## src/hdl/tmd_pkg.sv

```systemverilog
`default_nettype none
// ----------------------------------------------------------------------------
// Threshold median denoise package
// Widths, register indexes, shared item types and the depths of the line
// store and the queue between the front and back parts.
// ----------------------------------------------------------------------------
package tmd_pkg;

   localparam int PIX_W       = 8;
   localparam int POS_W       = 12;
   localparam int DIM_W       = 13;
   localparam int MAX_DIM     = 4096;
   localparam int LINE_DEPTH  = 4096;
   localparam int LINE_AW     = $clog2(LINE_DEPTH);
   localparam int WIN_SIDE    = 3;
   localparam int WIN_AREA    = WIN_SIDE * WIN_SIDE;
   localparam int WIN_CENTRE  = WIN_AREA / 2;
   localparam int WIN_IDX_W   = $clog2(WIN_AREA);
   localparam int QUEUE_DEPTH = 4;
   localparam int QUEUE_AW    = $clog2(QUEUE_DEPTH);
   localparam int LEVEL_W     = $clog2(QUEUE_DEPTH + 1);
   localparam int CSR_IDX_W   = 2;
   localparam int RSP_W       = PIX_W + 2 * POS_W;

   localparam logic [DIM_W-1:0]   DIM_ONE    = DIM_W'(1);
   localparam logic [DIM_W-1:0]   DIM_MAX    = DIM_W'(MAX_DIM);
   localparam logic [POS_W-1:0]   POS_ONE    = POS_W'(1);
   localparam logic [POS_W-1:0]   POS_TWO    = POS_W'(2);
   localparam logic [LEVEL_W-1:0] QUEUE_FULL = LEVEL_W'(QUEUE_DEPTH);

   localparam logic [CSR_IDX_W-1:0] CSR_THRESHOLD = 2'd0;
   localparam logic [CSR_IDX_W-1:0] CSR_WIDTH     = 2'd1;
   localparam logic [CSR_IDX_W-1:0] CSR_HEIGHT    = 2'd2;

   localparam logic [PIX_W-1:0] THRESHOLD_RESET = 8'd0;
   localparam logic [DIM_W-1:0] WIDTH_RESET     = 13'd640;
   localparam logic [DIM_W-1:0] HEIGHT_RESET    = 13'd480;

   typedef logic [WIN_AREA-1:0][PIX_W-1:0] win_type;

   typedef struct packed {
      logic [PIX_W-1:0] pix;
      logic [POS_W-1:0] row;
      logic [POS_W-1:0] col;
      logic             border;
      logic             interior;
      win_type          win;
   } item_type;

   typedef struct packed {
      logic [PIX_W-1:0] pix;
      logic [POS_W-1:0] row;
      logic [POS_W-1:0] col;
      logic             border;
      logic             interior;
      logic [PIX_W-1:0] centre;
   } meta_type;

endpackage
`default_nettype wire

```

## src/hdl/tmd_back.sv

```systemverilog
`default_nettype none
// ----------------------------------------------------------------------------
// Threshold median denoise back
// Three-stage median network over the 3x3 window, the keep-or-replace
// decision, and an output register that sends the border copy and the
// filtered interior pixel of an item as separate beats.
// ----------------------------------------------------------------------------
module tmd_back (
   input  wire logic                          clock,
   input  wire logic                          reset,
   input  wire logic                          head_valid,
   input  wire tmd_pkg::item_type             head_item,
   output logic                               pop,
   input  wire logic [tmd_pkg::PIX_W-1:0]     noise_threshold,
   output logic                               rsp_tvalid,
   input  wire logic                          rsp_tready,
   output logic [tmd_pkg::RSP_W-1:0]          rsp_tdata,
   output logic                               rsp_tlast
);

   function automatic tmd_pkg::win_type sort2(input tmd_pkg::win_type v,
                                              input logic [tmd_pkg::WIN_IDX_W-1:0] lo,
                                              input logic [tmd_pkg::WIN_IDX_W-1:0] hi);
      tmd_pkg::win_type r;
      r = v;
      if (v[lo] > v[hi]) begin
         r[lo] = v[hi];
         r[hi] = v[lo];
      end
      return r;
   endfunction

   function automatic tmd_pkg::win_type layers_a(input tmd_pkg::win_type v);
      tmd_pkg::win_type r;
      r = sort2(v, 4'd1, 4'd2);
      r = sort2(r, 4'd4, 4'd5);
      r = sort2(r, 4'd7, 4'd8);
      r = sort2(r, 4'd0, 4'd1);
      r = sort2(r, 4'd3, 4'd4);
      r = sort2(r, 4'd6, 4'd7);
      r = sort2(r, 4'd1, 4'd2);
      r = sort2(r, 4'd4, 4'd5);
      r = sort2(r, 4'd7, 4'd8);
      return r;
   endfunction

   function automatic tmd_pkg::win_type layers_b(input tmd_pkg::win_type v);
      tmd_pkg::win_type r;
      r = sort2(v, 4'd0, 4'd3);
      r = sort2(r, 4'd5, 4'd8);
      r = sort2(r, 4'd4, 4'd7);
      r = sort2(r, 4'd3, 4'd6);
      r = sort2(r, 4'd1, 4'd4);
      r = sort2(r, 4'd2, 4'd5);
      r = sort2(r, 4'd4, 4'd7);
      return r;
   endfunction

   function automatic tmd_pkg::win_type layers_c(input tmd_pkg::win_type v);
      tmd_pkg::win_type r;
      r = sort2(v, 4'd4, 4'd2);
      r = sort2(r, 4'd6, 4'd4);
      r = sort2(r, 4'd4, 4'd2);
      return r;
   endfunction

   logic                          advance;
   logic                          load_emit;
   tmd_pkg::meta_type             head_meta;
   tmd_pkg::win_type              med_win;
   logic [tmd_pkg::PIX_W-1:0]     diff;
   logic [tmd_pkg::PIX_W-1:0]     filtered;

   logic                          s1_valid_ff, s1_valid_in;
   logic                          s2_valid_ff, s2_valid_in;
   logic                          s3_valid_ff, s3_valid_in;
   tmd_pkg::meta_type             s1_meta_ff;
   tmd_pkg::meta_type             s2_meta_ff;
   tmd_pkg::meta_type             s3_meta_ff;
   tmd_pkg::win_type              s1_win_ff;
   tmd_pkg::win_type              s2_win_ff;
   logic [tmd_pkg::PIX_W-1:0]     s3_med_ff;

   logic                          bp_ff, bp_in;
   logic                          ip_ff, ip_in;
   tmd_pkg::meta_type             em_meta_ff;
   logic [tmd_pkg::PIX_W-1:0]     em_filt_ff;
   logic [tmd_pkg::POS_W-1:0]     em_row;
   logic [tmd_pkg::POS_W-1:0]     em_col;

   assign advance   = !(bp_ff | ip_ff) | (rsp_tready & (bp_ff ^ ip_ff));
   assign pop       = advance & head_valid;
   assign load_emit = advance & s3_valid_ff;

   assign head_meta.pix      = head_item.pix;
   assign head_meta.row      = head_item.row;
   assign head_meta.col      = head_item.col;
   assign head_meta.border   = head_item.border;
   assign head_meta.interior = head_item.interior;
   assign head_meta.centre   = head_item.win[tmd_pkg::WIN_CENTRE];

   assign med_win = layers_c(s2_win_ff);

   assign s1_valid_in = advance ? head_valid  : s1_valid_ff;
   assign s2_valid_in = advance ? s1_valid_ff : s2_valid_ff;
   assign s3_valid_in = advance ? s2_valid_ff : s3_valid_ff;

   always_ff @(posedge clock) begin
      if (advance) begin
         s1_meta_ff <= head_meta;
         s1_win_ff  <= layers_a(head_item.win);
         s2_meta_ff <= s1_meta_ff;
         s2_win_ff  <= layers_b(s1_win_ff);
         s3_meta_ff <= s2_meta_ff;
         s3_med_ff  <= med_win[tmd_pkg::WIN_CENTRE];
      end
   end

   assign diff     = (s3_meta_ff.centre > s3_med_ff) ? s3_meta_ff.centre - s3_med_ff
                                                     : s3_med_ff - s3_meta_ff.centre;
   assign filtered = (diff <= noise_threshold) ? s3_meta_ff.centre : s3_med_ff;

   always_comb begin
      bp_in = bp_ff;
      ip_in = ip_ff;
      if (load_emit) begin
         bp_in = s3_meta_ff.border;
         ip_in = s3_meta_ff.interior;
      end else if (advance) begin
         bp_in = 1'b0;
         ip_in = 1'b0;
      end else if (rsp_tready) begin
         bp_in = 1'b0;
      end
   end

   always_ff @(posedge clock) begin
      if (load_emit) begin
         em_meta_ff <= s3_meta_ff;
         em_filt_ff <= filtered;
      end
   end

   always_ff @(posedge clock) begin
      if (reset) begin
         s1_valid_ff <= 1'b0;
         s2_valid_ff <= 1'b0;
         s3_valid_ff <= 1'b0;
         bp_ff       <= 1'b0;
         ip_ff       <= 1'b0;
      end else begin
         s1_valid_ff <= s1_valid_in;
         s2_valid_ff <= s2_valid_in;
         s3_valid_ff <= s3_valid_in;
         bp_ff       <= bp_in;
         ip_ff       <= ip_in;
      end
   end

   assign em_row     = em_meta_ff.row - tmd_pkg::POS_ONE;
   assign em_col     = em_meta_ff.col - tmd_pkg::POS_ONE;
   assign rsp_tvalid = bp_ff | ip_ff;
   assign rsp_tlast  = bp_ff ? !ip_ff : 1'b1;
   assign rsp_tdata  = bp_ff ? {em_meta_ff.col, em_meta_ff.row, em_meta_ff.pix}
                             : {em_col, em_row, em_filt_ff};

`ifndef SYNTHESIS
   a_pair_follows: assert property (@(posedge clock) disable iff (reset)
      (rsp_tvalid && rsp_tready && !rsp_tlast) |=> (rsp_tvalid && rsp_tlast))
      else $error("Second result of an item did not follow the border copy.");

   a_interior_pos: assert property (@(posedge clock) disable iff (reset)
      (ip_ff && !bp_ff) |-> ((em_meta_ff.row != '0) && (em_meta_ff.col != '0)))
      else $error("Interior result at a position with no upper-left neighbor.");
`endif

endmodule
`default_nettype wire

```

## config.mk

```make
export PLATFORM = sky130hd
export DESIGN_NAME = tmd_back
export DESIGN_NICKNAME = d
export VERILOG_FILES = /design/src/hdl/tmd_pkg.sv /design/src/hdl/tmd_back.sv
export SDC_FILE = /design/constraint.sdc
export NUM_CORES = 1
export LEC_CHECK = 0
export BUFFER_PORTS_ARGS = -buffer_cell sky130_fd_sc_hd__buf_2
export CELL_PAD_IN_SITES_DETAIL_PLACEMENT = 1
export CELL_PAD_IN_SITES_GLOBAL_PLACEMENT = 1
export CORE_MARGIN = 2
export CORE_UTILIZATION = 44
export CTS_BUF_LIST = sky130_fd_sc_hd__clkbuf_16
export DETAILED_ROUTE_END_ITERATION = 16
export PLACE_DENSITY_LB_ADDON = 0.1
export SETUP_SLACK_MARGIN = 0.2
export SYNTH_ARGS = -nofsm -noshare
export SYNTH_HDL_FRONTEND = slang
export SYNTH_SLANG_ARGS = --single-unit
```

## constraint.sdc

```tcl
create_clock -name clock -period 5.9 [get_ports clock]
set_clock_uncertainty 0.1 [all_clocks]
set_input_delay 0 -clock clock [delete_from_list [all_inputs] [get_ports clock]]
set_output_delay 0 -clock clock [all_outputs]
set_load 0.01 [all_outputs]
```

==> reports/metrics.yaml, run 1 <==
run_status: "finished with violations"
failed_checks: "negative hold slack"
crit_required_ns: 6.14
place_congestion: 0.885
dieWidth_um: 200
synth_edf_count: 270
power_uw: 13800
finalNonFillerCells: 2451
max_stage_delay_ns: 0.49
syn_nets: 1825
grt_max_degree: 118
clock_path_buffers: 3
seqPwrFrac_pct: 23.0
worst_pin_slew_ns: 1.21
leakagePower_uw: 0.00965
pre_cts_slack_ns: -0.0693
insertion_delay_ns: 0.59
grt_overflow: 0
fin_crit_sh_pct: 96.0
wire_per_inst_um: 20.7
core_um2: 37800
track_usage_pct: 24.6
synth_top_area_cell: "edfxtp_1"
initial_utilization_pct: 44.8
area_growth_pct: 29.5
remaining_drc_errors: 0
cts_tree: "built"
p_comb_share_pct: 60.2
cts_root_buffer: "clkbuf_16"
yosysTopAreaCellShare_pct: 47.9
slew_headroom_pct: 19.2
setup_violations: 0
synthesis.yosys.warnings: 0
dieArea_um2: 40100
grt_pass1_wl_mm: 78.3
viasPerCell: 5.52
setup_tns_ns: 0
synth_area_leaders: "edfxtp_1 48%, ha_1 13%, mux2i_1 5.1%"
clock-sinks: 275
power_density_nw_per_um2: 631
drv_slew: 0
postSynthAreaPerCell_um2: 11.0
first_pass_iters: 5
die_height_um: 200
drv_cap: 0
fmax_mhz: 177
clkPwrFrac_pct: 16.9
drt-total-wl_mm: 50.8
ant_nets: 0
placedCellCount: 2229
boundaryPins: 153
fin_crit_ns: 5.66
worstHoldPathType: "primary input to flop"
synth_ff_type: "edfxtp_1"
drt_iter0_drc: 721
synth_cell_types: 76
cts_made_buffers: 31
drive_gt1_share_pct: 23.5
syn_inst: 1534
ys_seq_area_share_pct: 48.5
portBuffers: 152
cp-end-kind: "flop"
critPathArrivalTime_ns: 5.90
hold_viol_final: 2
synth_area_um2: 16900
crit_fanout: 8
place_hpwl_mm: 36.1
worst_slack_ns: 0.237
critPathLaunchType: "flop"
cts.htree.levels: 1
rsz0062_at_grt: "true"
cp_cell_sequence: "ha_1 -> a21o_1 -> a21o_1 -> a211oi_2 -> a31oi_2 -> and2_4 -> mux2i_2 -> ha_1 -> nand4_1 -> or3_1 -> a221o_1 -> a21oi_4 -> buf_8 -> mux2i_4 -> ha_4 -> a21o_1 -> a21oi_2 -> nand2b_1 -> o21ai_2 -> nor2b_4 -> inv_2 -> o21ba_4 -> o221a_4"
grt_pass1_vias: 14300
nNetsFinal: 2206
antenna_found_initial: 1
ir_drop_uv: 385
vias: 13500
switching_share_pct: 40.2
ys_seq_elements: 275
cpMaxStageDelayCell: "edfxtp_1"
power_switching_uw: 5560
cts.clk_slew.worst_paths_ns: 0.06
crit_top_cell: "a21o_1"
internal-power_uw: 8280
holdWs_ns: -0.0376
synthArstFlopShare_pct: 0
worstSetupPathType: "flop to flop"
final_util_pct: 58.1
num_rows: 71
==> power by group through the flow <==
stage	Combinational, uW	Clock [uW]	Sequential, uW
after floorplan	4790	0	3030
after global placement	6450	0	3210
after detailed placement	6690	0	3220
after CTS	6980	2360	3180
after global routing	9120	2440	3220
final	8320	2330	3180
==> final timing paths <==
path	startpoint	end	slack (ns)	cells after the start
worst max-delay path	s1_win_ff[36]$_DFFE_PN_	s2_win_ff[35]$_DFFE_PN_	0.24	23
worst min-delay path	head_item[62]	s1_win_ff[54]$_DFFE_PN_	-0.04	5
worst max register to register	s1_win_ff[36]$_DFFE_PN_	s2_win_ff[35]$_DFFE_PN_	0.24	23
worst min register to register	s1_meta_ff[37]$_DFFE_PN_	s2_meta_ff[37]$_DFFE_PN_	0.32	0
==> per-stage QoR <==
step	hold WS, ns	instance area (um^2)
detailed placement	0.0788	18700
finish	-0.0376	21900
global placement	0.0768	18700
CTS	0.00550	21300
global route	0.00560	21900
floorplan	-0.0309	17000
==> layer usage <==
layer	vias to the layer above	GRT usage [%]	wire length (um)
li1	6473	-	-
met1	6679	29.8	21100
met2	272	44.6	26100
met3	106	3.53	1770
met4	0	8.45	1870
met5	-	0	0
==> sequential cells by signal, indices dropped and copies added (netlist names), 8 cells and up <==
register,flops
s3_meta_ff,42
s1_win_ff,72
s2_win_ff,24
s1_meta_ff,42
s3_med_ff,8
s2_meta_ff,42
em_meta_ff,32
em_filt_ff,8
==> what timing repair did <==
action | CTS | global route
gates cloned | 1 | 2
pin swaps | 2 | 25
setup buffers | 7 | 26
endpoints found under the hold margin | 118 | 1
hold buffers | 126 | 2
gates resized for setup | 4 | 116
setup endpoints to repair | 16 | 63
==> logic make-up (layout without fill, tap and decap cells) <==
group,count (synthesis),count (layout),synth area share (%)
AO/OA/AOI/OAI,387,387,15.0
XOR/XNOR,26,26,1.35
adder cells (fa/ha/maj),173,173,12.9
buffers and inverters,208,612,4.86
flip-flops,275,275,48.5
multiplexers,128,128,7.88
other,0,1,0
AND/OR/NAND/NOR,337,338,9.59
==> worst max-delay path: cells and delay by family, from the launching register on <==
family | cells | cell delay [ns]
AOI/OAI and AO/OA | 11 | 2.29
buffers and inverters | 2 | 0.22
adders and majority gates | 3 | 0.79
and+or+nand+nor | 5 | 1.06
muxes | 2 | 0.44
DFF | 1 | 0.49
==> layout make-up <==
type | count | area (um^2)
Inverter | 174 | 657
Clock buffer | 31 | 776
Sequential cell | 275 | 8210
Tap cell | 511 | 639
Clock inverter | 26 | 460
Timing Repair Buffer | 381 | 2850
Multi-Input combinational cell | 1052 | 8340
Fill cell | 4019 | 15800
Antenna cell | 1 | 2.50
==> cells in the final DEF (no fill, tap or decap), drive strengths merged, types with 5 or more instances in the layout <==
cell type	instances
nor4	7
nand2	111
nor2	69
dfxtp	5
dlygate4sd3	128
a31oi	14
and2	10
o21ai	114
bufinv	12
a221oi	10
xor2	13
mux2	42
o221a	13
buf	252
clkbuf	32
o22ai	5
mux2i	86
nand2b	9
inv	178
o21bai	5
o221ai	6
a21o	34
ha	171
o21a	25
xnor2	13
nor2b	20
nor3	21
or3	10
a22oi	15
nand4	17
edfxtp	270
a21oi	103
nand3	37
or2	8
a211oi	10
clkinv	8
and3	9
==> synthesized netlist by cell type, drive strengths merged, types with 10 or more instances <==
| library cell | n |
|---|---|
| edfxtp | 270 |
| inv | 174 |
| ha | 171 |
| o21ai | 114 |
| nand2 | 111 |
| a21oi | 103 |
| mux2i | 86 |
| nor2 | 69 |
| mux2 | 42 |
| nand3 | 37 |
| a21o | 34 |
| o21a | 25 |
| nor3 | 21 |
| nor2b | 20 |
| clkbuf | 18 |
| nand4 | 17 |
| buf | 16 |
| a22oi | 15 |
| a31oi | 14 |
| o221a | 13 |
| xnor2 | 13 |
| xor2 | 13 |
| a211oi | 10 |
| a221oi | 10 |
| or3 | 10 |
(Power assumes the default switching activity.)
==> run 2, diff against run 1 <==
--- a/config.mk
+++ b/config.mk
@@ -12,6 +12,8 @@
 export CORE_UTILIZATION = 44
 export CTS_BUF_LIST = sky130_fd_sc_hd__clkbuf_16
 export DETAILED_ROUTE_END_ITERATION = 16
+export GPL_ROUTABILITY_DRIVEN = 0
+export MAX_ROUTING_LAYER = met4
 export PLACE_DENSITY_LB_ADDON = 0.1
 export SETUP_SLACK_MARGIN = 0.2
 export SYNTH_ARGS = -nofsm -noshare
==> run 2 against run 1 <==
- the run still ends with negative hold slack left
- critical path depth is the same
- routed wire length shrank 1.1%
- power shrank 1.8%
- design area shrank 0.17%
- sequential share of layout area grew 0.062 points
- critical endpoint unchanged
- clock power shrank 15%
==> reports/metrics.yaml, run 2 (same netlist as run 1, synthesis figures left out) <==
hold_viol_final: 2  # unchanged
worstHoldPathType: "primary input to flop"
pre_cts_slack_ns: -0.198  # -0.129 ns
worstSetupPathType: "flop to flop"
clock-sinks: 275  # unchanged
slew_headroom_pct: 22.4  # +3.2 points
cts_tree: "built"
cts_made_buffers: 29  # -6.5%
rsz0062_at_grt: "true"
place_hpwl_mm: 36.1  # about the same
power_switching_uw: 5460  # -1.8%
crit_fanout: 8  # unchanged
drive_gt1_share_pct: 23.4  # -0.093 points
crit_required_ns: 6.11  # -0.03 ns
final_cell_mix: "270 x edfxtp_1, 175 x inv_1, 169 x ha_1, 153 x buf_2, 134 x dlygate4sd3_1"
grt_pass1_wl_mm: 76.4  # -2.4%
area_growth_pct: 29.3
hp-start: "head_item[60]"
portBuffers: 152  # unchanged
num_rows: 71  # unchanged
drv_cap: 0  # unchanged
switching_share_pct: 40.2  # about the same
core_um2: 37800  # unchanged
grt_pass1_vias: 14100  # -0.94%
track_usage_pct: 24.7  # +0.064 points
fin_crit_ns: 5.75  # +0.0889 ns
fmax_mhz: 174  # -1.5%
worst_pin_slew_ns: 1.16  # -0.0484 ns
cts.clk_slew.worst_paths_ns: 0.06  # about the same
critPathArrivalTime_ns: 5.96  # +0.06 ns
die_height_um: 200  # unchanged
wire_per_inst_um: 20.4  # -1.6%
antenna_found_initial: 1  # unchanged
worst_slack_ns: 0.148  # -0.0889 ns
setup_violations: 0  # unchanged
drv_slew: 0  # unchanged
vias: 13600  # +0.15%
cp-end-kind: "flop"
clkPwrFrac_pct: 14.5  # -2.4 points
largest_reg_flops: 72  # unchanged
run_status: "finished with violations"
internal-power_uw: 8130  # -1.8%
boundaryPins: 153  # unchanged
ir_drop_uv: 422  # +9.6%
first_pass_iters: 6  # +1
nNetsFinal: 2219  # +0.59%
grt_overflow: 0  # unchanged
dieWidth_um: 200  # unchanged
power_density_nw_per_um2: 620  # -1.6%
failed_checks: "negative hold slack"
fin_crit_sh_pct: 97.5  # +1.5 points
holdWs_ns: -0.00266  # +0.0350 ns
ant_nets: 0  # unchanged
p_comb_share_pct: 62.1  # +1.9 points
critPathLaunchType: "flop"
clock_path_buffers: 3  # unchanged
cts.htree.levels: 1  # unchanged
largest_register: "s1_win_ff"
seqPwrFrac_pct: 23.4  # +0.4 points
final_area_um2: 21900  # -0.17%
drt-total-wl_mm: 50.3  # -1.1%
drt_iter0_drc: 783  # +8.6%
initial_utilization_pct: 44.8  # unchanged
crit_path_start: "s1_win_ff[37]$_DFFE_PN_"
grt_max_degree: 131  # +11%
viasPerCell: 5.50  # -0.34%
placed_area_um2: 18700  # -0.28%
insertion_delay_ns: 0.57  # -0.02 ns
reg2reg_from: "s1_win_ff[37]$_DFFE_PN_"
remaining_drc_errors: 0  # unchanged
leakagePower_uw: 0.00961  # -0.44%
cts_root_buffer: "clkbuf_16"
layout_commonest_cell: "edfxtp_1"
dieArea_um2: 40100  # unchanged
==> run 2: cell count changes in the layout (fill, tap and decap cells not counted), moves of 3 or more <==
cell           change
o221a_4            -5
a221oi_1           -3
dlygate4sd3_1      +6
a22oi_2            +3
o221a_2            +5
clkinv_1           +6
o21ai_2            -3
buf_4              +6
a22oi_1            -3
bufinv_16          -5
==> run 2: power by group through the flow <==
stage / sequential [uW] / combinational (uW) / clock (uW)
2_1_floorplan: 3030 / 4790 / 0
3_3_place_gp: 3210 / 6310 / 0
3_5_place_dp: 3230 / 6580 / 0
4_1_cts: 3190 / 7120 / 2010
5_1_grt: 3210 / 9240 / 2090
6_report: 3170 / 8440 / 1970
==> run 2: metal layers <==
layer  up-vias  wire length [um]  global-route usage, %
met1      6624             20800                   29.5
met4         0              1780                   9.17
met2       324             25800                   42.6
met3       104              1900                   3.12
met5         -                 0                      -
li1       6498                 -                      -
==> run 2: per-stage QoR <==
| step | utilization [%] | std cells | hold WS [ns] | setup TNS, ns | power (uW) |
|---|---|---|---|---|---|
| final | 58.0 | 2463 | -0.00266 | 0 | 13600 |
| after global routing | 58.0 | 2463 | -0.00541 | -0.151 | 14500 |
| after CTS | 56.1 | 2419 | 0.00642 | 0 | 12300 |
| after detailed placement | 49.4 | 2222 | 0.0783 | -1.81 | 9810 |
| after global placement | 49.4 | 2222 | 0.0766 | 0 | 9510 |
| after floorplan | - | 1534 | -0.0309 | 0 | 7820 |
==> run 2: worst paths after layout <==
path / to / slack [ns] / cells after the start
worst max-delay path: s2_win_ff[35]$_DFFE_PN_ / 0.15 / 23
worst min-delay path: s1_win_ff[68]$_DFFE_PN_ / -0.003 / 5
worst max register to register: s2_win_ff[35]$_DFFE_PN_ / 0.15 / 23
worst min register to register: s3_meta_ff[3]$_DFFE_PN_ / 0.32 / 0
==> run 2: timing repair <==
action | CTS | global route
hold buffers | 134 | 0
setup buffers | 9 | 39
resized for setup | 9 | 105
gates cloned | 0 | 4
endpoints found under the setup margin | 16 | 52
pin swaps | 4 | 26
endpoints found under the hold margin | 118 | 0
==> run 2: worst max-delay path, cell delays in order (launching register included) <==
cell and delay (ns):
edfxtp_1 0.41, ha_1 0.31, a21o_1 0.19, a21o_1 0.19, a211oi_2 0.23, a31oi_2 0.07, and2_4 0.24, mux2i_4 0.21
ha_1 0.31, nand4_1 0.16, or3_1 0.41, a221o_1 0.39, a21oi_4 0.19, buf_12 0.15, buf_4 0.11, mux2i_1 0.25
ha_1 0.29, o21a_1 0.12, o21a_1 0.18, o21ai_2 0.20, nor2b_4 0.20, inv_1 0.06, o21ba_4 0.23, o221a_2 0.28
==> run 2: area by class of cell <==
type,count,area [um^2]
clock inverter,25,314
timing repair buffer,395,3000
clock buffer,29,726
tap,511,639
fill,4019,15900
multi-input combinational,1053,8340
antenna,1,2.50
sequential,275,8210
inverter,174,657
