$ cat config.mk
export PLATFORM = sky130hd
export DESIGN_NAME = tmd_queue
export DESIGN_NICKNAME = d
export VERILOG_FILES = /design/src/hdl/tmd_pkg.sv /design/src/hdl/tmd_queue.sv
export SDC_FILE = /design/constraint.sdc
export NUM_CORES = 1
export LEC_CHECK = 0
export ABC_AREA = 1
export ABC_CLOCK_PERIOD_IN_PS = 6100
export BUFFER_PORTS_ARGS = -buffer_cell sky130_fd_sc_hd__buf_2
export CORE_ASPECT_RATIO = 1.2
export CORE_MARGIN = 1.5
export CORE_UTILIZATION = 60
export CTS_BUF_LIST = sky130_fd_sc_hd__clkbuf_4 sky130_fd_sc_hd__clkbuf_8 sky130_fd_sc_hd__clkbuf_16
export DETAILED_ROUTE_END_ITERATION = 8
export PLACE_DENSITY = 0.83
export SLEW_MARGIN = 20
export SYNTH_ARGS = -nofsm -noshare
export SYNTH_HDL_FRONTEND = slang
export SYNTH_SLANG_ARGS = --single-unit
export TNS_END_PERCENT = 50
$ cat constraint.sdc
create_clock -name clock -period 6.1 [get_ports clock]
set_input_delay 0.61 -clock clock [delete_from_list [all_inputs] [get_ports clock]]
set_output_delay 0.61 -clock clock [all_outputs]
set_load 0.05 [all_outputs]
$ cat src/hdl/tmd_pkg.sv
`default_nettype none
// ----------------------------------------------------------------------------
// Threshold median denoise package
// Widths, register indexes, shared item types and the depths of the line
// store and the queue between the front and back parts.
// ----------------------------------------------------------------------------
package tmd_pkg;

   localparam int PIX_W       = 8;
   localparam int POS_W       = 12;
   localparam int DIM_W       = 13;
   localparam int MAX_DIM     = 4096;
   localparam int LINE_DEPTH  = 4096;
   localparam int LINE_AW     = $clog2(LINE_DEPTH);
   localparam int WIN_SIDE    = 3;
   localparam int WIN_AREA    = WIN_SIDE * WIN_SIDE;
   localparam int WIN_CENTRE  = WIN_AREA / 2;
   localparam int WIN_IDX_W   = $clog2(WIN_AREA);
   localparam int QUEUE_DEPTH = 4;
   localparam int QUEUE_AW    = $clog2(QUEUE_DEPTH);
   localparam int LEVEL_W     = $clog2(QUEUE_DEPTH + 1);
   localparam int CSR_IDX_W   = 2;
   localparam int RSP_W       = PIX_W + 2 * POS_W;

   localparam logic [DIM_W-1:0]   DIM_ONE    = DIM_W'(1);
   localparam logic [DIM_W-1:0]   DIM_MAX    = DIM_W'(MAX_DIM);
   localparam logic [POS_W-1:0]   POS_ONE    = POS_W'(1);
   localparam logic [POS_W-1:0]   POS_TWO    = POS_W'(2);
   localparam logic [LEVEL_W-1:0] QUEUE_FULL = LEVEL_W'(QUEUE_DEPTH);

   localparam logic [CSR_IDX_W-1:0] CSR_THRESHOLD = 2'd0;
   localparam logic [CSR_IDX_W-1:0] CSR_WIDTH     = 2'd1;
   localparam logic [CSR_IDX_W-1:0] CSR_HEIGHT    = 2'd2;

   localparam logic [PIX_W-1:0] THRESHOLD_RESET = 8'd0;
   localparam logic [DIM_W-1:0] WIDTH_RESET     = 13'd640;
   localparam logic [DIM_W-1:0] HEIGHT_RESET    = 13'd480;

   typedef logic [WIN_AREA-1:0][PIX_W-1:0] win_type;

   typedef struct packed {
      logic [PIX_W-1:0] pix;
      logic [POS_W-1:0] row;
      logic [POS_W-1:0] col;
      logic             border;
      logic             interior;
      win_type          win;
   } item_type;

   typedef struct packed {
      logic [PIX_W-1:0] pix;
      logic [POS_W-1:0] row;
      logic [POS_W-1:0] col;
      logic             border;
      logic             interior;
      logic [PIX_W-1:0] centre;
   } meta_type;

endpackage
`default_nettype wire

$ cat src/hdl/tmd_queue.sv
`default_nettype none
// ----------------------------------------------------------------------------
// Threshold median denoise queue
// Short first-in first-out buffer of classified items between the front and
// the back, so that either side can stall on its own.
// ----------------------------------------------------------------------------
module tmd_queue (
   input  wire logic                         clock,
   input  wire logic                         reset,
   input  wire logic                         push_valid,
   input  wire tmd_pkg::item_type            push_item,
   input  wire logic                         pop,
   output logic                              head_valid,
   output tmd_pkg::item_type                 head_item,
   output logic [tmd_pkg::LEVEL_W-1:0]       level
);

   tmd_pkg::item_type                 slots_ff [tmd_pkg::QUEUE_DEPTH];
   logic [tmd_pkg::QUEUE_AW-1:0]      wr_ptr_ff, wr_ptr_in;
   logic [tmd_pkg::QUEUE_AW-1:0]      rd_ptr_ff, rd_ptr_in;
   logic [tmd_pkg::LEVEL_W-1:0]       level_ff, level_in;

   assign head_valid = (level_ff != '0);
   assign head_item  = slots_ff[rd_ptr_ff];
   assign level      = level_ff;

   always_comb begin
      wr_ptr_in = push_valid ? wr_ptr_ff + 1'b1 : wr_ptr_ff;
      rd_ptr_in = pop ? rd_ptr_ff + 1'b1 : rd_ptr_ff;
      level_in  = level_ff;
      if (push_valid && !pop) begin
         level_in = level_ff + 1'b1;
      end else if (pop && !push_valid) begin
         level_in = level_ff - 1'b1;
      end
   end

   always_ff @(posedge clock) begin
      if (reset) begin
         wr_ptr_ff <= '0;
         rd_ptr_ff <= '0;
         level_ff  <= '0;
      end else begin
         wr_ptr_ff <= wr_ptr_in;
         rd_ptr_ff <= rd_ptr_in;
         level_ff  <= level_in;
      end
   end

   always_ff @(posedge clock) begin
      if (push_valid) begin
         slots_ff[wr_ptr_ff] <= push_item;
      end
   end

`ifndef SYNTHESIS
   a_no_overflow: assert property (@(posedge clock) disable iff (reset)
      push_valid |-> (level_ff != tmd_pkg::QUEUE_FULL))
      else $error("Queue written while full.");

   a_no_underflow: assert property (@(posedge clock) disable iff (reset)
      pop |-> (level_ff != '0))
      else $error("Queue read while empty.");
`endif

endmodule
`default_nettype wire

==> summary.md, run 1 <==
| Metric | Value |
|---|---|
| Leakage | `0.00653 uW` |
| Kind of cell adding the most delay to the critical path | `buffers and inverters` |
| Vias in the first global route | `9734` |
| Buffer depth of the longest clock path | `3` |
| Die area | `27900 um2` |
| Site row count | `65` |
| Mean routed wirelength per cell | `20.1 um` |
| Number of antenna violations at the first check in global routing | `6` |
| Wire length of the first global-routing pass | `51.3 mm` |
| Most frequent standard cell in the layout excluding fill and tap cells | `sky130_fd_sc_hd__edfxtp_1` |
| Post-cts gate resize count | `0` |
| Post-CTS Hold Fix Bufs | `0` |
| Sum of met3 wire segment lengths after detailed routing | `2.29 mm` |
| Number of max-slew violations in the final report | `0` |
| Relative slew slack | `26.9%` |
| Worst Clk Skew | `0.00678 ns` |
| Overall global routing resource usage | `23.5%` |
| Crit path largest cell delay | `0.83 ns` |
| Required @ worst endpoint | `5.49 ns` |
| Initial core utilization | `61.2%` |
| Count of buffers from port buffering | `219` |
| Share of the yosys chip area belonging to registers | `80.1%` |
| Met1 layer wirelength in the final routing | `13.0 mm` |
| Maximum net fanout on the critical path | `55` |
| Number of instances in the synthesized netlist | `1082` |
| Synthesized net count | `1198` |
| Syn Area/Cell | `14.9 um2` |
| Maximum number of pins on one net before global-route repair | `125` |
| Clock transition at the registers of the reported paths | `0.06 ns` |
| Crit path DAT | `3.24 ns` |
| Final hold viol count | `0` |
| Total of flip-flops plus latches after synthesis | `433` |
| Overall die width | `153 um` |
| Count of final setup violators | `0` |
| Final design area excluding fillers | `18600 um2` |
| Signed area change from the synthesized netlist to the final layout | `15.6%` |
| Post-detailed-route DRC marker count | `0` |
| Master cell of the clock root buffer | `sky130_fd_sc_hd__clkbuf_16` |
| Worst Setup Start Kind | `flip-flop` |
| Boundary Pins | `220` |
| Fraction of final layout cells sized beyond drive strength 1 | `22.8%` |
| Final antenna-violating net count | `0` |
| Number of different library cells in the post-synthesis netlist | `21` |
| Total Wirelength | `33.3 mm` |
| Detailed placement HPWL | `18.5 mm` |
| Area after DPL | `17300 um2` |
| Max Used Layer | `met5` |
| Vias per cell | `5.89` |
| Power Dens Cells | `363 nW/um2` |
| Postcts setup bufs | `0` |
| Result of the run | `finished, final reports clean` |
| Setup TNS | `0 ns` |
| Number of clock sinks seen by CTS | `433` |
| Largest vdd supply drop | `0.291 mV` |
| RSZ-0062 raised after global routing | `false` |
| Worst-Skew Late Latency | `0.51 ns` |
| Critical path capture point type | `output pin` |
| Cell-by-cell trace of the critical path | `clkinv_2, buf_4, o21ai_0, o22ai_1, buf_2` |
| Highest-count cells in the layout ignoring fill and taps | `424 x sky130_fd_sc_hd__edfxtp_1, 219 x sky130_fd_sc_hd__nor2_1, 219 x sky130_fd_sc_hd__buf_2` |
| Total CTS buffers | `40` |
| Synth Warn # | `0` |
| Number of buffers and inverters on the critical path | `3` |
| Router iterations before antenna repair | `5` |
| Slew at the pin closest to its max-slew limit | `1.10 ns` |
| Global placement routability congestion | `0.771` |
| Path type of the worst min-delay path | `input pin to flip-flop` |
| Overall overflow remaining after global route | `0` |
| Die height | `183 um` |
| H-tree levels | `2` |
| Setup CP Type | `flip-flop to output pin` |
| Total vias in the final route | `9738` |
| Final Cycle Share | `63.1%` |
| Upper clock frequency limit | `260 MHz` |
| Initial detailed-routing violation count | `846` |
| Detailed-routed wire length on met2 | `17.1 mm` |
| # Max-Cap Violations | `0` |
| Slowest cell on the critical path | `sky130_fd_sc_hd__clkinv_2` |
| Synthesized cell area | `16100 um2` |
| CTS tree | `done` |
| Min Tclk post-route | `3.85 ns` |
| Layout Nets | `1401` |
| Std-Cell Core Area | `26400 um2` |
==> logic make-up after synthesis <==
kind of cell               share of synthesized area [%]
xor gates and xnor gates                          0.0544
and+or+nand+nor                                     5.40
adders and majority gates                          0.512
buffers and inverters                               2.97
AOI/OAI and AO/OA                                   10.9
DFF                                                 80.1
==> synth_stat cells (all sizes together) <==
| library cell | number | share of area, % |
|---|---|---|
| a21oi | 3 | 0.093 |
| nand4 | 1 | 0.039 |
| buf | 39 | 1.8 |
| xor2 | 1 | 0.054 |
| dfxtp | 9 | 1.1 |
| o21ai | 217 | 6.7 |
| fa | 1 | 0.12 |
| clkbuf | 29 | 0.71 |
| edfxtp | 424 | 79 |
| nor2 | 219 | 5.1 |
| inv | 17 | 0.41 |
| nand2 | 10 | 0.23 |
| ha | 5 | 0.39 |
| o22ai | 106 | 4.1 |
| nand3 | 1 | 0.031 |
==> worst register-to-register path, cell delays in order, from the launching register on <==
cell and delay [ns]:
sky130_fd_sc_hd__dfxtp_1 0.32, sky130_fd_sc_hd__inv_1 0.12, sky130_fd_sc_hd__ha_1 0.16, sky130_fd_sc_hd__nand2_1 0.09, sky130_fd_sc_hd__inv_4 0.60, sky130_fd_sc_hd__buf_4 0.78
==> flip-flops by register name, indices dropped and copies added, names as in the netlist, named ones only <==
register,cells
level,3
wr_ptr_ff,2
rd_ptr_ff,2
slots_ff,424
==> report_power, final <==
| part | switching [uW] | leakage (uW) | internal, uW |
|---|---|---|---|
| sequential | 38.4 | 0.00397 | 3400 |
| combinational | 701 | 0.00192 | 185 |
| clock | 990 | 0.000647 | 1450 |
==> per-stage QoR <==
stage	setup slack (ns)	util [%]	power, uW	hold WS, ns	std cells
global route	2.04	70.7	6990	0.257	1652
global placement	2.79	65.7	4360	0.421	1578
detailed placement	2.78	65.7	4390	0.421	1578
floorplan	2.95	-	4150	0.412	1082
CTS	2.22	70.6	6790	0.249	1648
finish	2.25	70.7	6770	0.266	1653
==> per-layer routing <==
metal,up-vias,GRT usage [%]
met2,399,40.9
met1,4762,30.1
met5,-,0
li1,4510,-
met3,65,4.56
met4,2,7.42
==> layout make-up <==
class | instances | area [um2]
sequential | 433 | 12900
fill | 1706 | 7730
multi-input combinational | 564 | 2730
timing repair buffer | 229 | 1170
clock buffer | 51 | 1110
tap | 335 | 419
clock inverter | 19 | 188
inverter | 17 | 80.1
antenna | 5 | 12.5
==> worst paths after layout <==
| kind | from | cells past startpoint | to | slack [ns] |
|---|---|---|---|---|
| max | flip-flop | 5 | head_item[102] | 2.25 |
| min | reset | 2 | level[0] | 0.27 |
| max reg2reg | wr_ptr_ff[0] | 5 | slots_ff[2][60] | 3.62 |
| min reg2reg | rd_ptr_ff[1] | 1 | flip-flop | 0.43 |
Note: power is estimated with default switching activity, not from simulation.
==> run 2, diff against run 1 <==
- ABC_CLOCK_PERIOD_IN_PS: 6100 -> 3800
- CORE_UTILIZATION: 60 -> 57
- PLACE_DENSITY: 0.83 -> 0.79
- clock period: 6.1 -> 3.8 ns (I/O delays scaled with it)
==> run 2 against run 1 <==
Combinational power grew 64%. Register-to-register slack lost 1.9 ns. Die area grew 5.2%. Critical path depth is the same. Core utilization shrank 3.0 points. Worst setup slack lost 1.2 ns.
==> summary.md, run 2 (synthesis results as in run 1) <==
| Metric | Value |
|---|---|
| Crit path largest cell delay | `0.39 ns (-0.44 ns)` |
| Count of buffers from port buffering | `219 (unchanged)` |
| Detailed-routed wire length on met2 | `16.8 mm (-2.0%)` |
| Die area | `29300 um2 (+5.2%)` |
| Maximum number of pins on one net before global-route repair | `151 (+21%)` |
| Result of the run | `finished, final reports clean` |
| Final antenna-violating net count | `0 (unchanged)` |
| Boundary Pins | `220 (unchanged)` |
| Initial core utilization | `57.9% (-3.3 points)` |
| Final Cycle Share | `72.7%` |
| Overall overflow remaining after global route | `0 (unchanged)` |
| Fraction of final layout cells sized beyond drive strength 1 | `23.0% (+0.24 points)` |
| Hold Path Stages | `2 (unchanged)` |
| Site row count | `67 (+3.1%)` |
| Buffer depth of the longest clock path | `3 (unchanged)` |
| Number of clock sinks seen by CTS | `433 (unchanged)` |
| Signed area change from the synthesized netlist to the final layout | `16.9%` |
| Flip-flop count of the largest register after layout | `424 (unchanged)` |
| Number of standard cells in the layout, taps in and fillers out | `1705 (+3.1%)` |
| Final hold viol count | `0 (unchanged)` |
| Register ranked first by flip-flop count | `slots_ff` |
| Met1 layer wirelength in the final routing | `13.0 mm (-0.16%)` |
| Count of final setup violators | `0 (unchanged)` |
| Overall die width | `157 um (+2.5%)` |
| Number of max-slew violations in the final report | `0 (unchanged)` |
| Layout Nets | `1406 (+0.36%)` |
| Worst Setup Start Kind | `flip-flop` |
| P_int | `8110 uW (+61%)` |
| Register area | `12900 um2 (unchanged)` |
| Max Used Layer | `met5` |
| Sequential share of power | `50.5% (-0.4 points)` |
| Postcts setup bufs | `0 (unchanged)` |
| Global placement routability congestion | `0.742 (-3.8%)` |
| Overall global routing resource usage | `22.5% (-1.0 points)` |
| Path type of the worst min-delay path | `input pin to flip-flop` |
| Master cell of the clock root buffer | `sky130_fd_sc_hd__clkbuf_16` |
| Most frequent standard cell in the layout excluding fill and tap cells | `sky130_fd_sc_hd__edfxtp_1` |
| Vias in the first global route | `9540 (-2.0%)` |
| Critical path capture point type | `output pin` |
| Crit path DAT | `2.38 ns (-0.86 ns)` |
| Setup TNS | `0 ns (unchanged)` |
| Relative slew slack | `48.6% (+22 points)` |
| Number of cells on the critical path | `5 (unchanged)` |
| # Max-Cap Violations | `0 (unchanged)` |
| Worst reg2reg path depth | `5 (unchanged)` |
| Post-CTS Hold Fix Bufs | `0 (unchanged)` |
| H-tree levels | `2 (unchanged)` |
| Vias per cell | `5.72 (-2.9%)` |
| Initial detailed-routing violation count | `700 (-17%)` |
| Wire length of the first global-routing pass | `50.6 mm (-1.4%)` |
| Total vias in the final route | `9757 (+0.20%)` |
| Router iterations before antenna repair | `5 (unchanged)` |
| Total CTS buffers | `41 (+2.5%)` |
| Post-cts gate resize count | `0 (unchanged)` |
| Slowest cell on the critical path | `sky130_fd_sc_hd__inv_6` |
| Mean routed wirelength per cell | `19.5 um (-3.1%)` |
| Total Wirelength | `33.3 mm (about the same)` |
| Sw power | `2810 uW (+62%)` |
| Worst-Skew Late Latency | `0.52 ns (about the same)` |
| Cell Count Post-Placement | `1626 (+3.0%)` |
| Portion of total power attributed to the clock network | `36.2% (about the same)` |
| Std-Cell Core Area | `27800 um2 (+5.6%)` |
| Fill cells | `1887 (+11%)` |
| Min Tclk post-route | `2.76 ns` |
| Slew at the pin closest to its max-slew limit | `0.771 ns (-0.326 ns)` |
| Combinational cell fraction of total power | `13.3% (+0.2 points)` |
| Fin Hold WS | `0.0299 ns (-0.236 ns)` |
| Number of antenna violations at the first check in global routing | `9 (+3)` |
| Maximum net fanout on the critical path | `78 (+42%)` |
| Area of the multi-input gates | `2730 um2 (unchanged)` |
| Number of buffers and inverters on the critical path | `3 (unchanged)` |
| Largest vdd supply drop | `0.482 mV (+66%)` |
| Power Dens Cells | `579 nW/um2 (+59%)` |
| Upper clock frequency limit | `362 MHz` |
| Sum of met3 wire segment lengths after detailed routing | `2.48 mm (+8.5%)` |
| Leakage | `0.00660 uW (+0.95%)` |
| Detailed placement HPWL | `18.4 mm (-0.13%)` |
| CTS tree | `done` |
| Switching fraction of total power | `25.7% (+0.15 points)` |
| Die height | `187 um (+2.6%)` |
| Clock transition at the registers of the reported paths | `0.06 ns (about the same)` |
| Kind of cell adding the most delay to the critical path | `buffers and inverters` |
| RSZ-0062 raised after global routing | `false` |
| Post-detailed-route DRC marker count | `0 (unchanged)` |
| Cell-by-cell trace of the critical path | `inv_6, buf_12, o21ai_0, o22ai_1, buf_2` |
| Required @ worst endpoint | `3.42 ns (-2.07 ns)` |
| Highest-count cells in the layout ignoring fill and taps | `424 x sky130_fd_sc_hd__edfxtp_1, 219 x sky130_fd_sc_hd__nor2_1, 219 x sky130_fd_sc_hd__buf_2` |
| Setup CP Type | `flip-flop to output pin` |
| Worst Clk Skew | `0.0106 ns (+0.00382 ns)` |
run 2: path summary, 6_finish.rpt:
| kind | startpoint | to | slack [ns] |
|---|---|---|---|
| max reg2reg | wr_ptr_ff[1] | slots_ff[1][51] | 1.76 |
| min reg2reg | rd_ptr_ff[1] | flip-flop | 0.45 |
| min | reset | level[0] | 0.03 |
| max | flip-flop | head_item[8] | 1.04 |
run 2: power by group through the flow:
stage | clock [uW] | combinational, uW | sequential [uW]
2_1_floorplan | 0 | 1020 | 5630
3_3_place_gp | 0 | 1420 | 5610
3_5_place_dp | 0 | 1450 | 5620
4_1_cts | 4010 | 1450 | 5520
5_1_grt | 4190 | 1540 | 5530
6_report | 3950 | 1450 | 5520
run 2: cell type report:
cell class,instances,share of cell area (%)
Sequential cell,433,68.6
Multi-Input combinational cell,564,14.5
Timing Repair Buffer,233,6.91
Clock buffer,52,6.07
Tap cell,379,2.52
Clock inverter,22,0.976
Inverter,17,0.425
Antenna cell,5,0.0664
run 2: layer usage:
layer / GRT usage [%] / vias up
met5: 0 / -
met4: 8.42 / 8
met3: 6.33 / 77
met2: 37.6 / 327
met1: 27.9 / 4835
li1: - / 4510
run 2: per-stage QoR:
| stage | power, uW | utilization, % | area [um2] | setup slack, ns |
|---|---|---|---|---|
| 5_1_grt | 11300 | 67.7 | 18800 | 0.914 |
| 4_1_cts | 11000 | 67.7 | 18800 | 1.03 |
| 3_3_place_gp | 7030 | 62.9 | 17500 | 1.66 |
| 6_report | 10900 | 67.7 | 18800 | 1.04 |
| 2_1_floorplan | 6660 | - | 16100 | 0.707 |
| 3_5_place_dp | 7060 | 62.9 | 17500 | 1.62 |
==> run 3, diff against run 2 <==
- ABC_CLOCK_PERIOD_IN_PS: 3800 -> 2260
- CORE_UTILIZATION: 57 -> 51
- PLACE_DENSITY: 0.79 -> 0.75
- clock period: 3.8 -> 2.26 ns (I/O delays scaled with it)
==> run 3 against run 2 <==
Sequential share of layout area down 6.3 points. Global-route usage down 0.14 points. First-iteration DRC count up 42%. Worst setup slack worse by 0.99 ns. Routed wire length up 16%. Cell count up 8.8%. Core utilization down 1.3 points. Clock skew up 0.0015 ns. Sequential cell count unchanged. Highest routed layer is now met4.
==> summary.md, run 3 (synthesis results as in run 1) <==
| Metric | Value |
|---|---|
| Layout Nets | `1538 (+9.4%)` |
| Cell Count Post-Placement | `1657 (+1.9%)` |
| Vias in the first global route | `10500 (+10%)` |
| Switching fraction of total power | `25.9% (+0.18 points)` |
| Flip-flop count of the largest register after layout | `424 (unchanged)` |
| P_int | `14200 uW (+75%)` |
| Upper clock frequency limit | `451 MHz` |
| Fill cells | `2073 (+9.9%)` |
| Crit path DAT | `1.99 ns (-0.39 ns)` |
| Detailed placement HPWL | `18.9 mm (+2.6%)` |
| Leakage | `0.00737 uW (+12%)` |
| Worst Clk Skew | `0.0121 ns (+0.00154 ns)` |
| Count of final setup violators | `0 (unchanged)` |
| Global placement routability congestion | `0.732 (-1.3%)` |
| Crit path largest cell delay | `0.36 ns (-0.03 ns)` |
| Initial core utilization | `51.5% (-6.4 points)` |
| Relative slew slack | `66.2% (+18 points)` |
| Router iterations before antenna repair | `5 (unchanged)` |
| Number of max-slew violations in the final report | `0 (unchanged)` |
| Maximum net fanout on the critical path | `46 (-41%)` |
| Cell-by-cell trace of the critical path | `buf_12, clkinv_16, buf_16, nor2_1, o22ai_1, buf_4` |
| Final hold viol count | `0 (unchanged)` |
| Master cell of the clock root buffer | `sky130_fd_sc_hd__clkbuf_16` |
| Post-detailed-route DRC marker count | `0 (unchanged)` |
| Sequential share of power | `48.5% (-2.0 points)` |
| Most frequent standard cell in the layout excluding fill and tap cells | `sky130_fd_sc_hd__edfxtp_1` |
| Setup TNS | `0 ns (unchanged)` |
| Signed area change from the synthesized netlist to the final layout | `28.7%` |
| Wire length of the first global-routing pass | `55.5 mm (+9.8%)` |
| Slew at the pin closest to its max-slew limit | `0.506 ns (-0.265 ns)` |
| Overall die width | `165 um (+5.6%)` |
| Count of buffers from port buffering | `219 (unchanged)` |
| Slowest cell on the critical path | `sky130_fd_sc_hd__dfxtp_4` |
| Number of standard cells in the layout, taps in and fillers out | `1855 (+8.8%)` |
| HP Start | `push_valid` |
| Min Tclk post-route | `2.22 ns` |
| Path type of the worst min-delay path | `input pin to flip-flop` |
| Portion of total power attributed to the clock network | `36.0% (-0.2 points)` |
| Fraction of final layout cells sized beyond drive strength 1 | `24.0% (+0.94 points)` |
| Die height | `198 um (+5.6%)` |
| Overall overflow remaining after global route | `0 (unchanged)` |
| Vias per cell | `5.63 (-1.7%)` |
| Worst Setup Start Kind | `flip-flop` |
| Final antenna-violating net count | `0 (unchanged)` |
| Highest-count cells in the layout ignoring fill and taps | `424 x sky130_fd_sc_hd__edfxtp_1, 219 x sky130_fd_sc_hd__nor2_1, 135 x sky130_fd_sc_hd__o21ai_0` |
| Overall global routing resource usage | `22.3% (-0.14 points)` |
| Number of antenna violations at the first check in global routing | `1 (-8)` |
| Die area | `32700 um2 (+12%)` |
| Boundary Pins | `220 (unchanged)` |
| Initial detailed-routing violation count | `996 (+42%)` |
| # Max-Cap Violations | `0 (unchanged)` |
| Worst-Skew Late Latency | `0.54 ns (+0.02 ns)` |
| Startpoint of the worst register-to-register path | `wr_ptr_ff[0]` |
| Result of the run | `finished, final reports clean` |
| Maximum number of pins on one net before global-route repair | `63 (-58%)` |
| Site row count | `71 (+6.0%)` |
| Total vias in the final route | `10400 (+7.0%)` |
| Mean routed wirelength per cell | `20.7 um (+6.2%)` |
| CTS tree | `done` |
| Setup CP Type | `flip-flop to output pin` |
| Final cell utilization of the core | `66.4% (-1.3 points)` |
| Number of clock sinks seen by CTS | `433 (unchanged)` |
| Power Dens Cells | `920 nW/um2 (+59%)` |
| Total CTS buffers | `41 (unchanged)` |
| Std-Cell Core Area | `31300 um2 (+12%)` |
| Combinational cell fraction of total power | `15.4% (+2.1 points)` |
| Total Wirelength | `38.5 mm (+16%)` |
| Required @ worst endpoint | `2.03 ns (-1.39 ns)` |
| Critical path capture point type | `output pin` |
| Largest vdd supply drop | `0.711 mV (+47%)` |
| Sw power | `4940 uW (+76%)` |
| Buffer depth of the longest clock path | `3 (unchanged)` |
| Register ranked first by flip-flop count | `slots_ff` |
| Clock transition at the registers of the reported paths | `0.06 ns (about the same)` |
| Final Cycle Share | `98.0%` |
| H-tree levels | `2 (unchanged)` |
==> run 3: what timing repair did <==
action,CTS,global route
gates cloned,2,4
endpoints found under the setup margin,103,99
gates resized for setup,84,26
hold buffers,107,0
pin swaps,0,1
endpoints found under the hold margin,425,0
buffers inserted,1,9
==> run 3: metrics by stage <==
stage | cell area, um2 | hold slack [ns] | setup WS, ns | power (uW)
6_report | 20700 | 0.0564 | 0.0447 | 19100
5_1_grt | 20700 | 0.0875 | -0.0143 | 19700
4_1_cts | 20500 | 0.0222 | -0.0195 | 19000
3_5_place_dp | 17700 | 0.401 | 0.434 | 11900
3_3_place_gp | 17700 | 0.400 | 0.477 | 11900
2_1_floorplan | 16100 | 0.298 | -0.294 | 11200
==> run 3: path summary, 6_finish.rpt <==
kind	slack [ns]	to	depth (start not counted)
worst min register to register	0.46	flip-flop	1
worst min-delay path	0.06	wr_ptr_ff[0]	3
worst max register to register	0.52	slots_ff[0][84]	5
worst max-delay path	0.04	head_item[62]	6
==> run 3: area by class of cell <==
class	instances	area [um2]	area share, %
antenna	1	2.50	0.0121
clock buffer	60	1210	5.83
clock inverter	14	153	0.736
inverter	17	106	0.513
multi-input combinational	564	2750	13.3
sequential	433	12900	62.3
tap	401	502	2.42
timing repair buffer	365	3100	14.9
==> run 3: power groups by stage <==
| stage | logic [uW] | clock network [uW] | registers [uW] |
|---|---|---|---|
| global placement | 2450 | 0 | 9430 |
| finish | 2950 | 6880 | 9270 |
| global route | 3110 | 7290 | 9290 |
| CTS | 2820 | 6950 | 9280 |
| floorplan | 1730 | 0 | 9460 |
| detailed placement | 2490 | 0 | 9440 |
==> run 3: critical path: cells and delay by family, from the launching register on <==
| family | cells | cell delay (ns) |
|---|---|---|
| simple gates | 1 | 0.07 |
| flops | 1 | 0.36 |
| buf+inv | 4 | 0.74 |
| compound gates | 1 | 0.22 |
==> run 3: layer usage <==
layer | share of wire, % | global-route usage (%)
met5 | 0 | 0
met4 | 2.9 | 9.24
met3 | 7.3 | 5.07
met2 | 51 | 38.0
met1 | 38 | 27.4
